$ cat src/rtl/orctsd_pkg.sv
// Package for the ORC timestamp decode and filter block.
// Holds the pipeline payload types, register codes and constant tables.
// Depends on nothing; every module of the block imports it.
`default_nettype none

package orctsd_pkg;

   localparam logic [29:0] NS_MAX = 30'd999999999;

   // Precision codes; any other code keeps full nanoseconds.
   localparam logic [1:0] PREC_MS = 2'd0;
   localparam logic [1:0] PREC_US = 2'd1;
   localparam logic [1:0] PREC_NS = 2'd2;

   // Filter codes.
   localparam logic [1:0] FILT_ALL     = 2'd0;
   localparam logic [1:0] FILT_NULLS   = 2'd1;
   localparam logic [1:0] FILT_NONNULL = 2'd2;
   localparam logic [1:0] FILT_RANGE   = 2'd3;

   // Register indexes.
   localparam logic [2:0] CSR_PRECISION  = 3'd0;
   localparam logic [2:0] CSR_FILTER     = 3'd1;
   localparam logic [2:0] CSR_NULL_PASS  = 3'd2;
   localparam logic [2:0] CSR_LOW_SECS   = 3'd3;
   localparam logic [2:0] CSR_LOW_NANOS  = 3'd4;
   localparam logic [2:0] CSR_HIGH_SECS  = 3'd5;
   localparam logic [2:0] CSR_HIGH_NANOS = 3'd6;
   localparam logic [2:0] CSR_EPOCH      = 3'd7;

   // Reciprocals for exact division of values below 2^30:
   // x / 10^6 = (x * MAGIC_MS) >> 50 and x / 10^3 = (x * MAGIC_US) >> 40.
   localparam logic [30:0] MAGIC_MS = 31'd1125899907;
   localparam logic [30:0] MAGIC_US = 31'd1099511628;
   localparam logic [19:0] UNIT_MS  = 20'd1000000;
   localparam logic [19:0] UNIT_US  = 20'd1000;

   typedef struct packed {
      logic [1:0]  precision_mode;
      logic [1:0]  filter_mode;
      logic        range_null_pass;
      logic [63:0] range_low_seconds;
      logic [29:0] range_low_nanos;
      logic [63:0] range_high_seconds;
      logic [29:0] range_high_nanos;
      logic [32:0] secs_offset;
   } cfg_type;

   // Registered request as it arrives.
   typedef struct packed {
      logic [30:0] row;
      logic [63:0] sec_raw;
      logic [29:0] mant;
      logic [2:0]  zeros;
      logic        is_null;
      logic        bend;
   } in_stage_type;

   // After nanosecond expansion and the offset addition.
   typedef struct packed {
      logic [30:0] row;
      logic [63:0] secs_sum;
      logic [29:0] nanos;
      logic        is_null;
      logic        bend;
   } dec_stage_type;

   // After the seconds adjustment and the reciprocal division.
   typedef struct packed {
      logic [30:0] row;
      logic [63:0] secs;
      logic [29:0] nanos;
      logic [19:0] quot;
      logic        is_null;
      logic        bend;
   } div_stage_type;

   // Final timestamp, zeroed for null rows.
   typedef struct packed {
      logic [30:0] row;
      logic [63:0] secs;
      logic [29:0] nanos;
      logic        is_null;
      logic        bend;
   } ts_stage_type;

   typedef struct packed {
      logic [30:0] row;
      logic        selected;
      logic        is_null;
      logic [63:0] secs;
      logic [29:0] nanos;
      logic        bend;
   } rsp_type;

   // Scale applied to the mantissa for a given trailing-zero count.
   function automatic logic [26:0] pow10_scale(input logic [2:0] zeros);
      logic [26:0] scale;
      unique case (zeros)
         3'd0: scale = 27'd1;
         3'd1: scale = 27'd100;
         3'd2: scale = 27'd1000;
         3'd3: scale = 27'd10000;
         3'd4: scale = 27'd100000;
         3'd5: scale = 27'd1000000;
         3'd6: scale = 27'd10000000;
         default: scale = 27'd100000000;
      endcase
      return scale;
   endfunction

   // Largest mantissa whose scaled value stays within NS_MAX.
   function automatic logic [29:0] sat_limit(input logic [2:0] zeros);
      logic [29:0] limit;
      unique case (zeros)
         3'd0: limit = NS_MAX;
         3'd1: limit = 30'd9999999;
         3'd2: limit = 30'd999999;
         3'd3: limit = 30'd99999;
         3'd4: limit = 30'd9999;
         3'd5: limit = 30'd999;
         3'd6: limit = 30'd99;
         default: limit = 30'd9;
      endcase
      return limit;
   endfunction

endpackage

`default_nettype wire

$ cat src/rtl/orctsd_decode.sv
// First stage logic: nanosecond expansion with saturation, offset addition.
// Depends on orctsd_pkg.
`default_nettype none

module orctsd_decode
   import orctsd_pkg::*;
(
   input  wire in_stage_type  stage_i,
   input  wire [32:0]         secs_offset,
   output dec_stage_type      stage_o
);

   logic        sat;
   logic [56:0] prod;

   // Checking the mantissa against a per-count limit keeps the product
   // itself within 30 bits whenever it is used.
   assign sat  = stage_i.mant > sat_limit(stage_i.zeros);
   assign prod = {27'd0, stage_i.mant} * {30'd0, pow10_scale(stage_i.zeros)};

   always_comb begin
      stage_o.row      = stage_i.row;
      stage_o.secs_sum = stage_i.sec_raw + {{31{secs_offset[32]}}, secs_offset};
      stage_o.nanos    = sat ? NS_MAX : prod[29:0];
      stage_o.is_null  = stage_i.is_null;
      stage_o.bend     = stage_i.bend;
   end

endmodule

`default_nettype wire

$ cat src/rtl/orctsd_divide.sv
// Second stage logic: negative seconds adjustment and division of the
// nanoseconds by 10^6 or 10^3 through a reciprocal multiply.
// Depends on orctsd_pkg.
`default_nettype none

module orctsd_divide
   import orctsd_pkg::*;
(
   input  wire dec_stage_type stage_i,
   input  wire [1:0]          precision_mode,
   output div_stage_type      stage_o
);

   logic [30:0] magic;
   logic [60:0] prod;
   logic        borrow;

   assign magic  = (precision_mode == PREC_MS) ? MAGIC_MS : MAGIC_US;
   assign prod   = {31'd0, stage_i.nanos} * {30'd0, magic};
   assign borrow = stage_i.secs_sum[63] && (stage_i.nanos != 30'd0);

   always_comb begin
      stage_o.row     = stage_i.row;
      stage_o.secs    = stage_i.secs_sum - {63'd0, borrow};
      stage_o.nanos   = stage_i.nanos;
      stage_o.quot    = (precision_mode == PREC_MS) ? {10'd0, prod[59:50]} : prod[59:40];
      stage_o.is_null = stage_i.is_null;
      stage_o.bend    = stage_i.bend;
   end

endmodule

`default_nettype wire

$ cat src/rtl/orctsd_scale.sv
// Third stage logic: rebuilds the truncated nanoseconds from the quotient
// and clears the timestamp of null rows. Depends on orctsd_pkg.
`default_nettype none

module orctsd_scale
   import orctsd_pkg::*;
(
   input  wire div_stage_type stage_i,
   input  wire [1:0]          precision_mode,
   output ts_stage_type       stage_o
);

   logic [39:0] prod_ms;
   logic [39:0] prod_us;
   logic [29:0] nanos;

   assign prod_ms = {20'd0, stage_i.quot} * {20'd0, UNIT_MS};
   assign prod_us = {20'd0, stage_i.quot} * {20'd0, UNIT_US};

   always_comb begin
      unique case (precision_mode)
         PREC_MS: nanos = prod_ms[29:0];
         PREC_US: nanos = prod_us[29:0];
         default: nanos = stage_i.nanos;
      endcase
   end

   always_comb begin
      stage_o.row     = stage_i.row;
      stage_o.secs    = stage_i.is_null ? 64'd0 : stage_i.secs;
      stage_o.nanos   = stage_i.is_null ? 30'd0 : nanos;
      stage_o.is_null = stage_i.is_null;
      stage_o.bend    = stage_i.bend;
   end

endmodule

`default_nettype wire

$ cat src/rtl/orctsd_filter.sv
// Last stage logic: row selection by filter mode and inclusive range.
// Depends on orctsd_pkg.
`default_nettype none

module orctsd_filter
   import orctsd_pkg::*;
(
   input  wire ts_stage_type stage_i,
   input  wire cfg_type      cfg,
   output rsp_type           stage_o
);

   logic low_ok;
   logic high_ok;
   logic sel;

   // Lexicographic comparison of (seconds, nanoseconds) pairs.
   always_comb begin
      if (cfg.range_low_seconds != stage_i.secs) begin
         low_ok = $signed(cfg.range_low_seconds) < $signed(stage_i.secs);
      end else begin
         low_ok = cfg.range_low_nanos <= stage_i.nanos;
      end
      if (stage_i.secs != cfg.range_high_seconds) begin
         high_ok = $signed(stage_i.secs) < $signed(cfg.range_high_seconds);
      end else begin
         high_ok = stage_i.nanos <= cfg.range_high_nanos;
      end
   end

   always_comb begin
      unique case (cfg.filter_mode)
         FILT_ALL:     sel = 1'b1;
         FILT_NULLS:   sel = stage_i.is_null;
         FILT_NONNULL: sel = !stage_i.is_null;
         FILT_RANGE:   sel = stage_i.is_null ? cfg.range_null_pass : (low_ok && high_ok);
         default:      sel = 1'b1;
      endcase
   end

   always_comb begin
      stage_o.row      = stage_i.row;
      stage_o.selected = sel;
      stage_o.is_null  = stage_i.is_null;
      stage_o.secs     = stage_i.secs;
      stage_o.nanos    = stage_i.nanos;
      stage_o.bend     = stage_i.bend;
   end

endmodule

`default_nettype wire

$ cat src/rtl/orc_timestamp_decode_filter.sv
// Top level of the ORC timestamp decode and row filter block.
// Depends on orctsd_pkg, orctsd_decode, orctsd_divide, orctsd_scale and orctsd_filter.
//
//   Channel   Direction  Handshake               Contents
//   req_*     in         req_tvalid/req_tready   one row: number, seconds, nanos, flags
//   rsp_*     out        rsp_tvalid/rsp_tready   one decoded row with its verdict
//   csr_*     in         csr_wen                 register write, no read-back
//
// One request is accepted per cycle while req_tready is high, and each gives
// exactly one response. The input register is followed by the three
// multipliers (mantissa scaling, reciprocal division, quotient rescaling),
// each followed by a register, then by the filter and the output register.
// Reset is synchronous and clears the valid bits and the configuration
// registers. A stall of rsp_tready holds the output; the stages behind it
// keep filling empty slots, so req_tready only falls once all five stages
// hold a row.
`default_nettype none

module orc_timestamp_decode_filter
   import orctsd_pkg::*;
(
   input  wire          clock,
   input  wire          reset,

   input  wire          req_tvalid,
   output logic         req_tready,
   // [30:0] row_number, [94:31] seconds_raw, [127:95] nanos_raw
   input  wire [127:0]  req_tdata,
   // [0] value_is_null
   input  wire          req_tuser,
   input  wire          req_tlast,

   output logic         rsp_tvalid,
   input  wire          rsp_tready,
   // [30:0] row_number_out, [94:31] epoch_seconds, [124:95] nanoseconds,
   // [127:125] zero
   output logic [127:0] rsp_tdata,
   // [0] selected, [1] null_out
   output logic [1:0]   rsp_tuser,
   output logic         rsp_tlast,

   input  wire          csr_wen,
   input  wire [2:0]    csr_index,
   input  wire [63:0]   csr_wdata
);

   // Configuration registers.
   cfg_type cfg_ff;
   cfg_type cfg_in;

   always_comb begin
      cfg_in = cfg_ff;
      if (csr_wen) begin
         unique case (csr_index)
            CSR_PRECISION:  cfg_in.precision_mode     = csr_wdata[1:0];
            CSR_FILTER:     cfg_in.filter_mode        = csr_wdata[1:0];
            CSR_NULL_PASS:  cfg_in.range_null_pass    = csr_wdata[0];
            CSR_LOW_SECS:   cfg_in.range_low_seconds  = csr_wdata;
            CSR_LOW_NANOS:  cfg_in.range_low_nanos    = csr_wdata[29:0];
            CSR_HIGH_SECS:  cfg_in.range_high_seconds = csr_wdata;
            CSR_HIGH_NANOS: cfg_in.range_high_nanos   = csr_wdata[29:0];
            CSR_EPOCH:      cfg_in.secs_offset        = csr_wdata[32:0];
            default:        cfg_in = cfg_ff;
         endcase
      end
   end

   always_ff @(posedge clock) begin
      if (reset) begin
         cfg_ff.precision_mode     <= PREC_NS;
         cfg_ff.filter_mode        <= FILT_ALL;
         cfg_ff.range_null_pass    <= 1'b0;
         cfg_ff.range_low_seconds  <= 64'h8000_0000_0000_0000;
         cfg_ff.range_low_nanos    <= 30'd0;
         cfg_ff.range_high_seconds <= 64'h7FFF_FFFF_FFFF_FFFF;
         cfg_ff.range_high_nanos   <= NS_MAX;
         cfg_ff.secs_offset        <= 33'd1420070400;
      end else begin
         cfg_ff <= cfg_in;
      end
   end

   // Pipeline: stage 0 input register, 1 decoded, 2 divided, 3 final
   // timestamp, 4 output register. A stage loads when it is empty or when
   // the stage after it moves on, so bubbles are squeezed out.
   logic [4:0]    valid_ff;
   logic [4:0]    valid_in;
   logic [4:0]    advance;

   in_stage_type  in_ff;
   in_stage_type  in_in;
   dec_stage_type dec_ff;
   dec_stage_type dec_in;
   div_stage_type div_ff;
   div_stage_type div_in;
   ts_stage_type  ts_ff;
   ts_stage_type  ts_in;
   rsp_type       rsp_ff;
   rsp_type       rsp_in;

   always_comb begin
      advance[4] = !valid_ff[4] || rsp_tready;
      advance[3] = !valid_ff[3] || advance[4];
      advance[2] = !valid_ff[2] || advance[3];
      advance[1] = !valid_ff[1] || advance[2];
      advance[0] = !valid_ff[0] || advance[1];
   end

   assign req_tready = advance[0];

   always_comb begin
      valid_in = valid_ff;
      if (advance[0]) valid_in[0] = req_tvalid;
      if (advance[1]) valid_in[1] = valid_ff[0];
      if (advance[2]) valid_in[2] = valid_ff[1];
      if (advance[3]) valid_in[3] = valid_ff[2];
      if (advance[4]) valid_in[4] = valid_ff[3];
   end

   always_comb begin
      in_in.row     = req_tdata[30:0];
      in_in.sec_raw = req_tdata[94:31];
      in_in.zeros   = req_tdata[97:95];
      in_in.mant    = req_tdata[127:98];
      in_in.is_null = req_tuser;
      in_in.bend    = req_tlast;
   end

   orctsd_decode u_decode (
      .stage_i     (in_ff),
      .secs_offset (cfg_ff.secs_offset),
      .stage_o     (dec_in)
   );

   orctsd_divide u_divide (
      .stage_i        (dec_ff),
      .precision_mode (cfg_ff.precision_mode),
      .stage_o        (div_in)
   );

   orctsd_scale u_scale (
      .stage_i        (div_ff),
      .precision_mode (cfg_ff.precision_mode),
      .stage_o        (ts_in)
   );

   orctsd_filter u_filter (
      .stage_i (ts_ff),
      .cfg     (cfg_ff),
      .stage_o (rsp_in)
   );

   always_ff @(posedge clock) begin
      if (reset) begin
         valid_ff <= 5'd0;
      end else begin
         valid_ff <= valid_in;
      end
   end

   // Payload registers carry no reset.
   always_ff @(posedge clock) begin
      if (advance[0]) in_ff  <= in_in;
      if (advance[1]) dec_ff <= dec_in;
      if (advance[2]) div_ff <= div_in;
      if (advance[3]) ts_ff  <= ts_in;
      if (advance[4]) rsp_ff <= rsp_in;
   end

   assign rsp_tvalid = valid_ff[4];
   assign rsp_tdata  = {3'd0, rsp_ff.nanos, rsp_ff.secs, rsp_ff.row};
   assign rsp_tuser  = {rsp_ff.is_null, rsp_ff.selected};
   assign rsp_tlast  = rsp_ff.bend;

   // A null row always leaves with a cleared timestamp.
   a_null_zeroed: assert property (@(posedge clock) disable iff (reset)
      rsp_tvalid && rsp_ff.is_null |-> rsp_ff.secs == 64'd0 && rsp_ff.nanos == 30'd0)
      else $error("null row carries a nonzero timestamp");

   // Saturation and truncation never push nanoseconds past the maximum.
   a_nanos_range: assert property (@(posedge clock) disable iff (reset)
      valid_ff[3] |-> ts_ff.nanos <= NS_MAX)
      else $error("nanoseconds above the maximum");

   // Any empty stage means a new request can be taken.
   a_no_bubble_stall: assert property (@(posedge clock) disable iff (reset)
      !(&valid_ff) |-> req_tready)
      else $error("request refused while the pipeline has room");

   // A row held at the output by a stall is not overtaken.
   a_stall_holds: assert property (@(posedge clock) disable iff (reset)
      valid_ff[4] && !rsp_tready |=> valid_ff[4] && $stable(rsp_ff))
      else $error("stalled response changed");

endmodule

`default_nettype wire

$ cat config.mk
export PLATFORM = sky130hd
export DESIGN_NAME = orc_timestamp_decode_filter
export DESIGN_NICKNAME = d
export VERILOG_FILES = /design/src/rtl/orctsd_pkg.sv /design/src/rtl/orctsd_decode.sv /design/src/rtl/orctsd_divide.sv /design/src/rtl/orctsd_scale.sv /design/src/rtl/orctsd_filter.sv /design/src/rtl/orc_timestamp_decode_filter.sv
export SDC_FILE = /design/constraint.sdc
export NUM_CORES = 2
export LEC_CHECK = 0
export ABC_CLOCK_PERIOD_IN_PS = 8600
export BUFFER_PORTS_ARGS = -buffer_cell sky130_fd_sc_hd__clkbuf_2
export CORE_ASPECT_RATIO = 1.75
export CORE_MARGIN = 3
export CORE_UTILIZATION = 30
export CTS_CLUSTER_DIAMETER = 40
export CTS_CLUSTER_SIZE = 24
export DETAILED_ROUTE_END_ITERATION = 8
export SLEW_MARGIN = 0
export SYNTH_ARGS = -nofsm -noshare
export SYNTH_HDL_FRONTEND = slang
export SYNTH_SLANG_ARGS = --single-unit
export TNS_END_PERCENT = 30
$ cat constraint.sdc
create_clock -name clock -period 8.6 [get_ports clock]
set_input_delay 0.86 -clock clock [delete_from_list [all_inputs] [get_ports clock]]
set_output_delay 0.86 -clock clock [all_outputs]
set_load 0.005 [all_outputs]
==> results.py <==
metrics = {
    "clock_network": {
        "postCtsHoldBufs": 0,
        "htree_levels": 3,
        "cts_buffers": 107,
        "clkLatencyLatePin_ns": 0.75,
        "cts_tree": "built",
        "clk_pin_slew_ns": 0.08,
        "cts_sinks": 890,
        "cts_root_buffer": "clkbuf_16",
        "cts_buffer_depth": 3,
    },
    "setup_path": {
        "r2r_end": "div_ff[7]$_DFFE_PP_",
        "path_class": "flip-flop to flip-flop",
        "crit_fanout": 7,
        "reg2reg_slack_ns": 0.20,
        "rr_startpoint": "cfg_ff[224]$_SDFFE_PP0P_",
        "required_ns": 9.06,
        "end_kind": "flip-flop",
        "cp-endpoint": "div_ff[7]$_DFFE_PP_",
        "reg2regPathDepth": 32,
        "cp-startpoint": "cfg_ff[224]$_SDFFE_PP0P_",
        "slowest_stage": "fa_1",
        "cp-start-kind": "flip-flop",
        "arrival_ns": 8.86,
        "cp_common_cell": "fa_1",
        "crit_path_max_incr_delay_ns": 0.57,
    },
    "synth": {
        "netlist_area_sq_mm": 0.07643,
        "ys_ff_latch": 890,
        "syn_inst": 7241,
        "ys_types": 82,
        "yosys.area.top_type_share": 0.2589,
        "ys_warn_count": 0,
        "avgSynthCellArea_sq_um": 10.55,
        "synth_top_cell_by_area": "edfxtp_1",
        "synth.area.top_cells": "edfxtp_1 26%, fa_1 24%, ha_1 16%",
        "yosys-top-cells-count": "1471 x inv_1, 950 x ha_1, 899 x fa_1",
        "yosysSeqAreaShare": 0.3194,
        "synth-edff-count": 659,
        "synthFlopType": "edfxtp_1",
        "synthArstFlopShare": 0,
        "synth.most_common_cell": "inv_1",
    },
    "floorplan": {
        "initial_core_util": 0.3023,
        "die_x_um": 387.5,
        "core_area_sq_mm": 0.2528,
        "io_pins": 335,
        "die_h_um": 673.7,
        "dieArea_sq_mm": 0.2611,
        "rows": 244,
    },
    "sta": {
        "drv_slew": 0,
        "fmax_ghz": 0.1190,
        "tightest_slew_ns": 1.218,
        "timing.final.crit_share": 0.9767,
        "setup_violations": 0,
        "clock_skew_ns": 0.08049,
        "fin_ws_ns": 0.2000,
        "hold_viol_final": 0,
        "maxSlewHeadroom": 0.1796,
        "min_period_ns": 8.400,
    },
    "grt": {
        "grt_max_degree": 99,
        "grt.busiest_layer": "met2",
        "first_global_vias": 58780,
        "met1_usage": 0.1688,
        "grt_use_met3": 0.02168,
        "grt_usage": 0.1752,
        "grt_pass1_wl_mm": 347.5,
        "gr-total-overflow": 0,
        "antenna_found_initial": 8,
        "grt_use_met2": 0.3402,
    },
    "detailed_routing": {
        "drc": 0,
        "postRouteAntennaNets": 0,
        "wl_per_cell_um": 20.50,
        "via_count": 53520,
        "wl_mm": 230.1,
        "firstDrtPassIters": 5,
        "post_drt_via_cell_ratio": 4.768,
        "drt-initial-drc-count": 2763,
    },
    "place": {
        "gp_congestion": 0.9734,
        "dpl.hpwl_mm": 192.9,
        "post-place-ws_ns": -0.2421,
        "numPortBuffers": 331,
        "dp_cells": 11020,
    },
    "finish": {
        "final_nets": 9857,
        "drive_gt1_frac": 0.1191,
        "fill_cells": 25240,
        "seqCellArea_sq_mm": 0.02441,
        "areaGrowthSynthToFinish_pct": 15.20,
        "layout.cells.non_filler": 11220,
        "multi_input_area_sq_mm": 0.04584,
    },
    "run": {
        "maxCapViolCount": 0,
    },
    "worst_hold_path": {
        "hp-class": "input pin to flip-flop",
    },
    "run_status": {
        "status": "completed",
    },
}
-- cell usage in the layout (no fill, tap or decap), types with 16 or more instances in the layout --
cell type	instances
inv_1	1468
ha_1	950
fa_1	899
nand2_1	765
edfxtp_1	659
a21oi_1	341
buf_4	331
clkbuf_2	330
dfxtp_1	230
nor2_1	213
xnor2_1	163
o21ai_0	146
nor2b_1	118
a21o_1	115
and2_1	111
clkbuf_16	110
o211ai_1	102
xor2_1	91
and3_1	74
nand3_1	62
nand2b_1	58
nor3_1	54
nand4_1	47
o21a_1	32
or2_2	31
a211oi_1	31
o21bai_1	23
inv_6	20
a31oi_1	20
or3_1	19
clkinv_8	19
nor4_1	17
inv_8	16
-- what timing repair did --
item,CTS,global route
pin swaps,0,3
resized for setup,2,7
endpoints found under the setup margin,18,19
setup buffers,0,2
-- through the flow --
step / hold slack (ns) / cell area (sq um) / setup TNS, ns / utilization
2_1_floorplan: 0.4003 / 76470 / 0 / -
3_3_place_gp: 0.4003 / 84090 / -2.054 / 0.3326
4_1_cts: 0.2161 / 87990 / 0 / 0.3481
3_5_place_dp: 0.4045 / 84090 / -2.708 / 0.3326
6_report: 0.2857 / 88040 / 0 / 0.3483
5_1_grt: 0.2300 / 88040 / -0.07543 / 0.3483
-- flip-flops by register name, summed over array words and instances (netlist names) --
name / count
rsp_tuser: 2
div_ff: 147
cfg_ff: 226
valid_ff: 5
rsp_tlast: 1
ts_ff: 127
rsp_tdata: 125
in_ff: 130
dec_ff: 127
-- critical path, delay by kind of cell, from the launching register on --
family	cells	cell delay [ns]
AND/OR/NAND/NOR	7	1.45
XOR/XNOR	1	0.17
adder cells (fa/ha/maj)	9	4.28
AO/OA/AOI/OAI	8	1.24
buffers and inverters	7	0.70
flip-flops	1	0.34
-- area by class of cell --
cell class                 instances  share of cell area
timing repair buffer             664             0.04766
antenna                            3          0.00008527
clock inverter                    83             0.01239
tap                             3321             0.04719
clock buffer                     120             0.03180
sequential                       890              0.2773
multi-input combinational       4670              0.5206
inverter                        1473             0.06293
-- metal layers --
metal	share of wire	wire, um
met4	0.086	19900
met3	0.040	9239
met5	0.00028	65
met2	0.54	124700
met1	0.33	76160
-- cells by family after synthesis --
kind of cell | share of synthesized area
XOR/XNOR | 0.02922
buffers and inverters | 0.08334
multiplexers | 0.001195
adder cells (fa/ha/maj) | 0.3910
AND/OR/NAND/NOR | 0.1008
AO/OA/AOI/OAI | 0.07495
other | 0.00009826
flip-flops | 0.3194
-- worst min-delay path by stage --
stage,start,endpoint,slack [ns],depth (start not counted)
after floorplan,in_ff[0]$_DFFE_PP_,dec_ff[0]$_DFFE_PP_,0.40,0
after global placement,ts_ff[105]$_DFFE_PP_,rsp_tdata[9]$_DFFE_PP_,0.40,0
after detailed placement,in_ff[106]$_DFFE_PP_,dec_ff[103]$_DFFE_PP_,0.40,0
after CTS,req_tdata[87],in_ff[91]$_DFFE_PP_,0.22,1
after global routing,req_tdata[87],in_ff[91]$_DFFE_PP_,0.23,1
final,req_tdata[87],in_ff[91]$_DFFE_PP_,0.29,1
Power is left out: the tool's default activity adds up to more than one toggle a clock period on the data nets, which glitch-free logic cannot reach.
